**config.mk**
```make
export PLATFORM = sky130hd
export DESIGN_NAME = escaped_payload_hunter_top
export DESIGN_NICKNAME = d
export VERILOG_FILES = /design/src/rtl/eph_pkg.sv /design/src/rtl/eph_front.sv /design/src/rtl/eph_queue.sv /design/src/rtl/eph_back.sv /design/src/rtl/escaped_payload_hunter_top.sv
export SDC_FILE = /design/constraint.sdc
export NUM_CORES = 1
export LEC_CHECK = 0
export BUFFER_PORTS_ARGS = -buffer_cell sky130_fd_sc_hd__buf_2
export CAP_MARGIN = 20
export CORE_MARGIN = 1
export CORE_UTILIZATION = 45
export CTS_BUF_LIST = sky130_fd_sc_hd__clkbuf_8 sky130_fd_sc_hd__clkbuf_16
export DETAILED_ROUTE_END_ITERATION = 6
export PLACE_DENSITY = 0.64
export REMOVE_ABC_BUFFERS = 1
export SLEW_MARGIN = 20
export SYNTH_ARGS = -nofsm -noshare
export SYNTH_HDL_FRONTEND = slang
export SYNTH_SLANG_ARGS = --single-unit
```
**constraint.sdc**
```tcl
create_clock -name clock -period 16.3 [get_ports clock]
set_clock_uncertainty 0.2 [all_clocks]
set_input_delay 3.26 -clock clock [delete_from_list [all_inputs] [get_ports clock]]
set_output_delay 3.26 -clock clock [all_outputs]
set_load 0.01 [all_outputs]
```
**src/rtl/eph_pkg.sv**
```systemverilog
`timescale 1ns / 1ps
`default_nettype none
// ----------------------------------------------------------------------------
// eph_pkg: shared types and constants of the escaped payload hunter
// word codes, window classes, result kinds and the queue entry format
// ----------------------------------------------------------------------------
package eph_pkg;

   localparam logic [31:0] WORD_START = 32'h223D_6866;
   localparam logic [31:0] WORD_QUOTE = 32'h1289_3793;
   localparam logic [31:0] WORD_ZERO  = 32'h7142_98CF;
   localparam logic [31:0] WORD_SUB   = 32'hAB5C_D6FA;

   localparam logic [7:0] QUOTE_BYTE = 8'h22;
   localparam logic [7:0] ZERO_BYTE  = 8'h00;
   localparam logic [7:0] SUB_BYTE   = 8'h1A;

   localparam int unsigned DEFAULT_MAX_PAYLOAD = 32'd65535;
   localparam int QUEUE_DEPTH = 4;

   // class of the 4-byte window that starts at the decided position
   typedef enum logic [2:0] {
      CLS_OTHER,
      CLS_START,
      CLS_QUOTE,
      CLS_ZERO,
      CLS_SUB
   } cls_type;

   typedef enum logic [1:0] {
      KIND_BYTE  = 2'd0,
      KIND_START = 2'd1,
      KIND_TERM  = 2'd2
   } kind_type;

   typedef struct packed {
      cls_type    cls;
      logic [7:0] first_byte;
   } entry_type;

endpackage : eph_pkg
`default_nettype wire

```
**src/rtl/eph_front.sv**
```systemverilog
`timescale 1ns / 1ps
`default_nettype none
// ----------------------------------------------------------------------------
// eph_front: look-ahead window and word classifier
// holds three bytes back, classifies each full window and pushes it on
// ----------------------------------------------------------------------------
module eph_front (
   input  wire logic               clock,
   input  wire logic               reset,
   input  wire logic               in_valid,
   output logic                    in_ready,
   input  wire logic [7:0]         in_byte,
   output logic                    push_valid,
   input  wire logic               push_ready,
   output eph_pkg::entry_type      push_entry
);
   import eph_pkg::*;

   logic [23:0] window_ff, window_in;
   logic [1:0]  fill_ff, fill_in;
   logic [31:0] word;
   logic        full;

   assign full       = (fill_ff == 2'd3);
   assign word       = {in_byte, window_ff};
   assign in_ready   = !full || push_ready;
   assign push_valid = in_valid && full;

   always_comb begin
      push_entry.first_byte = word[7:0];
      priority if (word == WORD_START) begin
         push_entry.cls = CLS_START;
      end else if (word == WORD_QUOTE) begin
         push_entry.cls = CLS_QUOTE;
      end else if (word == WORD_ZERO) begin
         push_entry.cls = CLS_ZERO;
      end else if (word == WORD_SUB) begin
         push_entry.cls = CLS_SUB;
      end else begin
         push_entry.cls = CLS_OTHER;
      end
   end

   // window fills from the low byte up, then slides one byte per transaction
   always_comb begin
      window_in = window_ff;
      fill_in   = fill_ff;
      if (in_valid && in_ready) begin
         if (full) begin
            window_in = word[31:8];
         end else begin
            window_in[8*fill_ff +: 8] = in_byte;
            fill_in = fill_ff + 2'd1;
         end
      end
   end

   always_ff @(posedge clock) begin
      if (reset) begin
         window_ff <= '0;
         fill_ff   <= '0;
      end else begin
         window_ff <= window_in;
         fill_ff   <= fill_in;
      end
   end

endmodule : eph_front
`default_nettype wire

```
**src/rtl/eph_queue.sv**
```systemverilog
`timescale 1ns / 1ps
`default_nettype none
// ----------------------------------------------------------------------------
// eph_queue: small first-in first-out queue of classified windows
// decouples the classifier from the decoder
// ----------------------------------------------------------------------------
module eph_queue (
   input  wire logic               clock,
   input  wire logic               reset,
   input  wire logic               wr_valid,
   output logic                    wr_ready,
   input  wire eph_pkg::entry_type wr_entry,
   output logic                    rd_valid,
   input  wire logic               rd_ready,
   output eph_pkg::entry_type      rd_entry
);
   import eph_pkg::*;

   localparam int PtrWidth = $clog2(QUEUE_DEPTH);
   localparam int CntWidth = $clog2(QUEUE_DEPTH + 1);

   entry_type             mem_ff [QUEUE_DEPTH];
   logic [PtrWidth-1:0]   wr_ptr_ff, rd_ptr_ff;
   logic [CntWidth-1:0]   count_ff;
   logic                  do_wr, do_rd;

   assign wr_ready = (count_ff != CntWidth'(QUEUE_DEPTH));
   assign rd_valid = (count_ff != '0);
   assign rd_entry = mem_ff[rd_ptr_ff];
   assign do_wr    = wr_valid && wr_ready;
   assign do_rd    = rd_valid && rd_ready;

   always_ff @(posedge clock) begin
      if (do_wr) begin
         mem_ff[wr_ptr_ff] <= wr_entry;
      end
   end

   always_ff @(posedge clock) begin
      if (reset) begin
         wr_ptr_ff <= '0;
         rd_ptr_ff <= '0;
         count_ff  <= '0;
      end else begin
         if (do_wr) begin
            wr_ptr_ff <= (wr_ptr_ff == PtrWidth'(QUEUE_DEPTH - 1)) ? '0 : wr_ptr_ff + 1'b1;
         end
         if (do_rd) begin
            rd_ptr_ff <= (rd_ptr_ff == PtrWidth'(QUEUE_DEPTH - 1)) ? '0 : rd_ptr_ff + 1'b1;
         end
         if (do_wr && !do_rd) begin
            count_ff <= count_ff + 1'b1;
         end else if (do_rd && !do_wr) begin
            count_ff <= count_ff - 1'b1;
         end
      end
   end

endmodule : eph_queue
`default_nettype wire

```
**src/rtl/eph_back.sv**
```systemverilog
`timescale 1ns / 1ps
`default_nettype none
// ----------------------------------------------------------------------------
// eph_back: payload decoder
// hunts for the start word, decodes escapes, spots the terminator, tracks address and count
// ----------------------------------------------------------------------------
module eph_back #(
   parameter int unsigned MAX_PAYLOAD = eph_pkg::DEFAULT_MAX_PAYLOAD
) (
   input  wire logic               clock,
   input  wire logic               reset,
   input  wire logic               pop_valid,
   output logic                    pop_ready,
   input  wire eph_pkg::entry_type pop_entry,
   output logic                    out_valid,
   input  wire logic               out_ready,
   output logic [1:0]              out_kind,
   output logic [7:0]              out_byte,
   output logic                    out_is_address,
   output logic [31:0]             out_dst_address,
   output logic [15:0]             out_payload_count
);
   import eph_pkg::*;

   localparam logic [15:0] PayloadCap =
      (MAX_PAYLOAD > 32'd65535) ? 16'hFFFF : MAX_PAYLOAD[15:0];
   localparam logic [16:0] CountMax = 17'h1FFFF;

   typedef enum logic [1:0] {
      MODE_HUNTING  = 2'd0,
      MODE_DECODING = 2'd1,
      MODE_DONE     = 2'd2
   } mode_type;

   mode_type    mode_ff, mode_in;
   logic [1:0]  skip_ff, skip_in;
   logic        started_ff, started_in;
   logic [16:0] count_ff, count_in;
   logic [31:0] dest_ff, dest_in;

   logic        valid_ff;
   kind_type    kind_ff;
   logic [7:0]  byte_ff;
   logic        addr_ff;
   logic [31:0] dst_ff;
   logic [15:0] pay_ff;

   logic        pop;
   logic        res_valid;
   kind_type    res_kind;
   logic [7:0]  res_byte;
   logic        res_addr;
   logic [7:0]  emit_byte;
   logic [16:0] excess;
   logic [15:0] res_pay;

   assign pop_ready = !valid_ff || out_ready;
   assign pop       = pop_valid && pop_ready;

   always_comb begin
      unique case (pop_entry.cls)
         CLS_QUOTE: emit_byte = QUOTE_BYTE;
         CLS_ZERO:  emit_byte = ZERO_BYTE;
         CLS_SUB:   emit_byte = SUB_BYTE;
         default:   emit_byte = pop_entry.first_byte;
      endcase
   end

   always_comb begin
      mode_in    = mode_ff;
      skip_in    = skip_ff;
      started_in = started_ff;
      count_in   = count_ff;
      dest_in    = dest_ff;
      res_valid  = 1'b0;
      res_kind   = KIND_BYTE;
      res_byte   = '0;
      res_addr   = 1'b0;
      if (pop) begin
         unique case (mode_ff)
            MODE_HUNTING: begin
               if (skip_ff != 2'd0) begin
                  skip_in = skip_ff - 2'd1;
               end else if (pop_entry.cls == CLS_START) begin
                  mode_in    = MODE_DECODING;
                  started_in = 1'b1;
                  skip_in    = 2'd3;
                  count_in   = '0;
                  dest_in    = '0;
                  res_valid  = 1'b1;
                  res_kind   = KIND_START;
               end
            end
            MODE_DECODING: begin
               if (skip_ff != 2'd0) begin
                  skip_in = skip_ff - 2'd1;
               end else if (!started_ff && pop_entry.first_byte == QUOTE_BYTE) begin
                  mode_in   = MODE_DONE;
                  res_valid = 1'b1;
                  res_kind  = KIND_TERM;
               end else if (!started_ff && pop_entry.cls == CLS_START) begin
                  started_in = 1'b1;
                  skip_in    = 2'd3;
                  count_in   = '0;
                  dest_in    = '0;
                  res_valid  = 1'b1;
                  res_kind   = KIND_START;
               end else begin
                  started_in = 1'b0;
                  if (pop_entry.cls == CLS_QUOTE || pop_entry.cls == CLS_ZERO ||
                      pop_entry.cls == CLS_SUB) begin
                     skip_in = 2'd3;
                  end
                  res_valid = 1'b1;
                  res_kind  = KIND_BYTE;
                  res_byte  = emit_byte;
                  res_addr  = (count_ff < 17'd4);
                  if (res_addr) begin
                     dest_in[8*count_ff[1:0] +: 8] = emit_byte;
                  end
                  if (count_ff != CountMax) begin
                     count_in = count_ff + 17'd1;
                  end
               end
            end
            default: begin
               // done or unused code: ignore everything
            end
         endcase
      end
   end

   // payload bytes follow the four address bytes
   always_comb begin
      excess  = (count_in > 17'd4) ? count_in - 17'd4 : '0;
      res_pay = (excess > {1'b0, PayloadCap}) ? PayloadCap : excess[15:0];
   end

   always_ff @(posedge clock) begin
      if (reset) begin
         mode_ff    <= MODE_HUNTING;
         skip_ff    <= '0;
         started_ff <= 1'b0;
         count_ff   <= '0;
         dest_ff    <= '0;
         valid_ff   <= 1'b0;
      end else begin
         mode_ff    <= mode_in;
         skip_ff    <= skip_in;
         started_ff <= started_in;
         count_ff   <= count_in;
         dest_ff    <= dest_in;
         if (out_ready) begin
            valid_ff <= 1'b0;
         end
         if (res_valid) begin
            valid_ff <= 1'b1;
         end
      end
   end

   always_ff @(posedge clock) begin
      if (res_valid) begin
         kind_ff <= res_kind;
         byte_ff <= res_byte;
         addr_ff <= res_addr;
         dst_ff  <= dest_in;
         pay_ff  <= res_pay;
      end
   end

   assign out_valid         = valid_ff;
   assign out_kind          = kind_ff;
   assign out_byte          = byte_ff;
   assign out_is_address    = addr_ff;
   assign out_dst_address   = dst_ff;
   assign out_payload_count = pay_ff;

endmodule : eph_back
`default_nettype wire

```
**src/rtl/escaped_payload_hunter_top.sv**
```systemverilog
`timescale 1ns / 1ps
`default_nettype none
// ----------------------------------------------------------------------------
// escaped_payload_hunter_top: start-word hunter and escaped payload decoder
// scans a raw byte stream, decodes escapes after the start word and reports
// decoded bytes, restarts and the terminator with the destination address
// ----------------------------------------------------------------------------
//
// channel   direction  tdata                                   tuser
// req_      in         in_byte[7:0]                            -
// rsp_      out        out_byte, is_address, dst_address,      kind[1:0]
//                      payload_count (57 bits in 64)
//
// one byte per cycle sustained while rsp_tready is high; the classifier
// is combinational, so the decoder loop is the rate limit
// the first three bytes after reset only fill the window and give no result
// a full window passes the queue and then the decoder output register
// reset is synchronous; it clears the window, the queue and decoder state
// a stalled rsp_ side fills the four-entry queue before req_tready drops
//
module escaped_payload_hunter_top #(
   parameter int unsigned MAX_PAYLOAD = eph_pkg::DEFAULT_MAX_PAYLOAD
) (
   input  wire logic        clock,
   input  wire logic        reset,
   // raw byte stream
   input  wire logic        req_tvalid,
   output logic             req_tready,
   input  wire logic [7:0]  req_tdata,   // [7:0] in_byte
   // decoded results
   output logic             rsp_tvalid,
   input  wire logic        rsp_tready,
   output logic [63:0]      rsp_tdata,   // [7:0] out_byte, [8] is_address,
                                         // [40:9] dst_address,
                                         // [56:41] payload_count, rest zero
   output logic [1:0]       rsp_tuser    // [1:0] kind
);
   import eph_pkg::*;

   // front to queue
   logic       push_valid, push_ready;
   entry_type  push_entry;
   // queue to back
   logic       pop_valid, pop_ready;
   entry_type  pop_entry;

   logic [7:0]  res_byte;
   logic        res_addr;
   logic [31:0] res_dst;
   logic [15:0] res_pay;

   // window and classifier
   eph_front u_front (
      .clock      (clock),
      .reset      (reset),
      .in_valid   (req_tvalid),
      .in_ready   (req_tready),
      .in_byte    (req_tdata),
      .push_valid (push_valid),
      .push_ready (push_ready),
      .push_entry (push_entry)
   );

   // decoupling queue
   eph_queue u_queue (
      .clock    (clock),
      .reset    (reset),
      .wr_valid (push_valid),
      .wr_ready (push_ready),
      .wr_entry (push_entry),
      .rd_valid (pop_valid),
      .rd_ready (pop_ready),
      .rd_entry (pop_entry)
   );

   // decoder with output register
   eph_back #(
      .MAX_PAYLOAD (MAX_PAYLOAD)
   ) u_back (
      .clock             (clock),
      .reset             (reset),
      .pop_valid         (pop_valid),
      .pop_ready         (pop_ready),
      .pop_entry         (pop_entry),
      .out_valid         (rsp_tvalid),
      .out_ready         (rsp_tready),
      .out_kind          (rsp_tuser),
      .out_byte          (res_byte),
      .out_is_address    (res_addr),
      .out_dst_address   (res_dst),
      .out_payload_count (res_pay)
   );

   // pack result fields, lowest field first, zero fill to 64 bits
   assign rsp_tdata = {7'd0, res_pay, res_dst, res_addr, res_byte};

endmodule : escaped_payload_hunter_top
`default_nettype wire
```
==> Word-level counts from Yosys, hierarchy flattened <==
Memory sizes are Yosys's and may differ from the RTL's. A register that Yosys moved wholly into a read port is not among the register bits.
Cells that the tools add are included.
{ "classes": {"addsub": 10, "n_lt_le_gt_ge": 3, "eq_ne": 23, "shifts": 4, "muxes": 64, "n_bitwise": 3, "reduce_logical": 28} }
{ "op_table": {"columns": ["op", "n"], "rows": [
  ["$mux 32", 7],
  ["$mux 17", 8],
  ["$neg 5->34", 2],
  ["$pmux 32 s2", 1],
  ["$mux 2", 17],
  ["$pmux 17 s2", 1],
  ["$shift 8x34->24 const A", 1],
  ["$shift 8x34->32 const A", 1],
  ["$shiftx 8x34->24", 1],
  ["$shiftx 8x34->32", 1],
  ["$bwmux 32", 1],
  ["$eq 32x29->1 const B", 1],
  ["$eq 32x30->1 const B", 1],
  ["$eq 32x31->1 const B", 1],
  ["$eq 32x32->1 const B", 1],
  ["$bwmux 24", 1],
  ["$mux 24", 1],
  ["$pmux 8 s3", 1],
  ["$mux 3", 6],
  ["$add 17x1->17 const B", 1],
  ["$gt 17x16->1 const B", 1],
  ["$gt 17x3->1 const B", 1],
  ["$lt 17x3->1 const B", 1],
  ["$ne 17x17->1 const B", 1],
  ["31 further kinds", 76]
]} }
{ "word_totals": {"register_bits": 147, "ramBits": 44, "inputBits": 12, "out_inout_bits": 68, "wordCells": 152, "memories": 1} }
{ "mem_list": {"columns": ["memory", "depth", "width", "rd", "rd_ports_with_merged_regs", "wr", "line_no", "rtl"], "rows": [
  ["u_queue.mem_ff", 4, 11, 1, 1, 1, "eph_queue.sv:22", "entry_type mem_ff [QUEUE_DEPTH];"]
]} }

==> Longest topological paths before layout <==
{ "depth": {"word_depth": 10, "mapped_depth": 17, "ltp_nobuf": 14} }

==> By module <==
A second synthesis with hierarchy kept.
{ "unflattened": {"hier_cells": 823, "area_unflattened_um2": 9090.0} }
{ "modules_own_cells": {"columns": ["mod", "n_inst", "cells_per_inst", "area_each_um2", "seq_area_each_um2"], "rows": [
  ["eph_back", 1, 539, 5501.5, 2872.8],
  ["eph_queue", 1, 105, 2062.0, 1501.4],
  ["eph_front", 1, 170, 1462.7, 520.5],
  ["escaped_payload_hunter_top", 1, 9, 63.8, 0.0]
]} }

==> Worst setup path after synthesis <==
Ideal clock, no wire load.
{ "synth_timing": {"path_kind": "input -> register", "from": "input port rsp_tready", "to": "register u_back.pay_ff[7], in the netlist u_back.out_payload_count[7], data pin", "setup_ns": 0.264, "t_arrival_ns": 6.677, "required_ns": 15.836, "slack_ns": 9.159, "path_stages": 11, "n_path_buf": 1, "path_cell_list": "nor2b_1 > nor4_1 > o21ai_0 > inv_1 > o211ai_1 > a211oi_2 > ha_1 > nand4_1 > xnor2_1 > buf_4 > a31oi_1"} }
{ "synth_between": {"elab_chain_len": 6, "elab_cells_between_ends": 7, "classes_between": "add/sub: 1; order compare: 2; mux: 2; reduce/logical: 2"} }
{ "synth_rtl": {"columns": ["element", "line_no", "rtl"], "rows": [
  ["from (decl)", "escaped_payload_hunter_top.sv:32", "input wire logic rsp_tready,"],
  ["$logic_or 1x1->1 (*)", "eph_back.sv:57", "assign pop_ready = !valid_ff || out_ready;"],
  ["$logic_and 1x1->1 (*)", "eph_back.sv:58", "assign pop = pop_valid && pop_ready;"],
  ["$mux 17 (*)", "eph_back.sv:79", "if (pop) begin"],
  ["$sub 17x3->17 or $gt 17x3->1 (tied branches)", "eph_back.sv:135", "excess = (count_in > 17'd4) ? count_in - 17'd4 : '0;"],
  ["$mux 17 (*)", "eph_back.sv:135", null],
  ["$gt 17x16->1", "eph_back.sv:136", "res_pay = (excess > {1'b0, PayloadCap}) ? PayloadCap : excess[15:0];"],
  ["to (signal assigned)", "eph_back.sv:168", "pay_ff <= res_pay;"],
  ["to (decl)", "eph_back.sv:46", "logic [15:0] pay_ff;"]
]} }
Every way passes the cells marked *; elsewhere a longest branch is shown, timed or not.
A chain may end at the register's enable or synchronous reset.

==> Worst setup path in the final report <==
{ "layout_timing": {"from": "input port rsp_tready", "to": "register u_back.pay_ff[14], in the netlist u_back.out_payload_count[14], data pin"} }
Same word-level chain as after synthesis.

==> flow_metrics.env <==
export IMPL_grt_overflow=0
export IMPL_ant_nets=0
export IMPL_cts_setup_buffers=0
export IMPL_critPathTopFamily="compound AO/OA/AOI/OAI gates"
export IMPL_drt_total_wl_mm=20.25
export IMPL_cts_path_max_buffers=2
export IMPL_ctsHoldBuffers=0
export IMPL_crit_chain="buf_2 -> nor2b_1 -> nor4_1 -> o21ai_0 -> inv_2 -> buf_4 -> o211ai_1 -> a211oi_2 -> ha_1 -> nand2_1 -> nor4_1 -> xnor2_1 -> a21oi_2"
export IMPL_numPortBuffers=72
export IMPL_finalCritPeriodShare_pct=41.05
export IMPL_met3_length_mm=1.299
export IMPL_gp_congestion=0.9111
export IMPL_tns_ns=0
export IMPL_antenna_found_initial=0
export IMPL_synth_edff_count=103
export IMPL_critPathMaxFanout=60
export IMPL_fmax_mhz=149.5
export IMPL_cp_startpoint="rsp_tready"
export IMPL_p_leak_nw=3.547
export IMPL_endpoint_kind="flop"
export IMPL_drv_slew=0
export IMPL_nets=914
export IMPL_cts_htree_levels=4
export IMPL_wl_met2_mm=9.130
export IMPL_grt_pass1_vias=6032
export IMPL_layoutNonFillerInstCount=1160
export IMPL_postSynthCellCount=820
export IMPL_slew_headroom_pct=34.04
export IMPL_ys_flop_type="edfxtp_1"
export IMPL_drc=0
export IMPL_ir_drop_v=0.00009868
export IMPL_avgSynthCellArea_sq_um=10.94
export IMPL_wl_per_cell_um=17.46
export IMPL_hold_class="reg2reg"
export IMPL_synth_seq_cells=193
export IMPL_clkTransAtPathRegs_ns=0.08
export IMPL_grt_pass1_wl_mm=32.74
export IMPL_ys_seq_area_share_pct=54.56
export IMPL_ctsResizeCount=0
export IMPL_async_flop_share_pct=0
export IMPL_timing_hold_ws_ns=0.2913
export IMPL_dp_hpwl_mm=14.10
export IMPL_cts_buffers_inserted=17
export IMPL_drt_iter0_drc=623
export IMPL_hold_path_startpoint="u_back.skip_ff[0]"
export IMPL_via_count=6622
export IMPL_avgViaCountPerCell=5.709
export IMPL_cts_tree="done"
export IMPL_start_util_pct=45.94
export IMPL_met1Wirelength_mm=9.554
export IMPL_reg2reg_slack_ns=10.90
export IMPL_cp_data_arrival_time_ns=6.67
export IMPL_placed_cells=1128
export IMPL_status="finished clean"
export IMPL_total_power_mw=1.433
export IMPL_slowest_stage="buf_4"
export IMPL_path_common_cell="nor4_1"
export IMPL_n_antenna_cell=0
export IMPL_grt_use_total_pct=20.78
export IMPL_ctsRootBufferMaster="clkbuf_16"
export IMPL_synth_warnings=0
export IMPL_syn2layout_area_growth_pct=12.78
export IMPL_grt_setup_unrepaired="false"
export IMPL_fp_dieH_um=143.2
export IMPL_cap_violations=0
export IMPL_synth_cell_type_count=81
export IMPL_drtPass1Iterations=5
export IMPL_slowest_delay_ns=0.57
export IMPL_route_top_layer_used="met4"
export IMPL_start_kind="input pin"
export IMPL_grt_max_degree=89
export IMPL_io_pins=80
export IMPL_path_class="in2reg"
export IMPL_layout_min_cycle_time_ns=6.691
export IMPL_row_count=51
export IMPL_cp_data_required_time_ns=16.27
export IMPL_clkLatencyLatePin_ns=0.44
export IMPL_coreArea_sq_mm=0.01953
export IMPL_drive_gt1_share_pct=17.09
export IMPL_die_w_um=143.2
export IMPL_syn_area_sq_mm=0.008971
export IMPL_die_area_sq_mm=0.02050
export IMPL_power_density_mw_per_mm2=141.6
export IMPL_crit_buf_inv=3
export IMPL_worstMarginPinSlew_ns=0.9894
export IMPL_cts_sink_count=193
export IMPL_setup_viol=0
export IMPL_filler_cell_count=1761
export IMPL_finalHoldViolCount=0
layout make-up:
class                      count  area (sq um)  area share, %
timing repair buffer          80         420.4          4.155
clock buffer                  19         464.2          4.588
sequential                   193          4895          48.38
tap                          265         331.6          3.277
inverter                      17         63.81         0.6307
multi-input combinational    573          3789          37.45
clock inverter                13         153.9          1.521
where the power goes:
group | leakage (nW) | switching, mW | internal, mW | total (mW)
clock | 0.303 | 0.205 | 0.220 | 0.425
combinational | 1.59 | 0.266 | 0.123 | 0.389
sequential | 1.65 | 0.0411 | 0.578 | 0.619
metal layers:
layer | vias up | track usage [%]
met2 | 238 | 32.02
li1 | 3191 | -
met3 | 26 | 3.655
met4 | 0 | 6.791
met5 | - | 0
met1 | 3167 | 29.48
worst reg2reg max path: stages, from the launching register on:
cell      delay [ns]
dfxtp_1         0.86
mux4_2          0.75
nor3b_1         0.50
o21ai_0         0.32
inv_2           0.10
buf_4           0.57
o211ai_1        0.35
a211oi_2        0.41
ha_1            0.36
nand2_1         0.19
nor4_1          0.27
xnor2_1         0.19
a21oi_2         0.08
worst paths after layout:
path	endpoint	cells past startpoint
worst max-delay path	u_back.out_payload_count[14]	13
worst min-delay path	u_back.skip_ff[0]	2
worst max register to register	u_back.out_payload_count[14]	12
worst min register to register	u_back.skip_ff[0]	2
sequential cells by signal, indices dropped and copies added (netlist names), 2 cells and up, named ones only:
register,flops
u_back.out_byte,8
u_back.count_ff,17
u_queue.rd_ptr_ff,2
u_back.mode_ff,2
u_back.out_dst_address,32
u_back.out_payload_count,16
u_queue.count_ff,3
u_front.window_ff,24
u_back.skip_ff,2
u_queue.mem_ff,44
u_queue.wr_ptr_ff,2
u_back.dest_ff,32
u_back.out_kind,2
u_front.fill_ff,2
per-stage QoR:
stage	utilization (%)	area (sq um)	setup WS, ns
after global routing	51.81	10120	9.311
after detailed placement	48.65	9499	9.200
final	51.81	10120	9.609
after global placement	48.65	9499	9.446
after floorplan	-	8741	8.731
after CTS	51.81	10120	9.639
kinds of logic (layout without fill, tap and decap cells):
family / after synthesis / count (layout) / synth area share [%]
compound gates: 181 / 181 / 14.49
xor+xnor: 14 / 14 / 1.367
fa+ha+maj: 20 / 20 / 2.873
buf+inv: 60 / 129 / 3.529
flops: 193 / 193 / 54.56
mux: 16 / 16 / 3.236
other cells: 1 / 7 / 0.04180
simple gates: 335 / 335 / 19.90
layout by cell type, fill, tap and decap left out, types with 5 or more instances in the layout:
cell / n
edfxtp_1: 103
nor2_1: 91
dfxtp_1: 90
nand2_1: 72
buf_2: 72
o21ai_0: 40
nor2b_1: 38
a21oi_1: 33
a22oi_1: 25
a211oi_1: 21
ha_1: 19
clkbuf_16: 18
inv_1: 16
nand3_1: 16
nor4_1: 15
nor3_1: 14
a21oi_2: 11
nand4_1: 10
mux4_2: 9
and2_1: 9
and4_1: 8
nor4b_1: 8
and3_1: 8
xnor2_1: 8
buf_4: 8
conb_1: 7
xor2_1: 6
nor3b_1: 5
or3_1: 5
mux2i_1: 5
or4_1: 5
nand4b_1: 5
synthesized netlist by cell type (4+ instances only):
cell / number / area [sq um]
nand3_1: 16 / 80.08
a211oi_1: 21 / 157.7
nand4b_1: 5 / 43.79
buf_6: 5 / 56.30
a32o_1: 4 / 40.04
nor4b_1: 9 / 78.83
nor2_1: 91 / 341.6
a21oi_2: 11 / 96.34
and4_1: 8 / 70.07
and3_1: 8 / 50.05
or4_1: 5 / 37.54
xor2_1: 6 / 52.55
nor2b_1: 38 / 237.7
nand4_1: 10 / 62.56
nor3_1: 14 / 70.07
edfxtp_1: 103 / 3093
a22oi_1: 25 / 187.7
dfxtp_1: 90 / 1802
nand3b_1: 4 / 30.03
xnor2_1: 8 / 70.07
mux4_2: 9 / 202.7
nand2_1: 72 / 270.3
clkbuf_1: 21 / 78.83
inv_1: 17 / 63.81
nor4bb_1: 4 / 40.04
buf_4: 10 / 75.07
mux2i_1: 5 / 50.05
nor3b_1: 5 / 37.54
o22ai_1: 4 / 25.02
nor4_1: 15 / 93.84
a21oi_1: 33 / 165.2
o31ai_1: 4 / 30.03
o21ai_0: 40 / 200.2
or3_1: 5 / 31.28
and2_1: 9 / 56.30
buf_2: 4 / 20.02
ha_1: 19 / 237.7
Note: power is estimated with default switching activity, not from simulation.
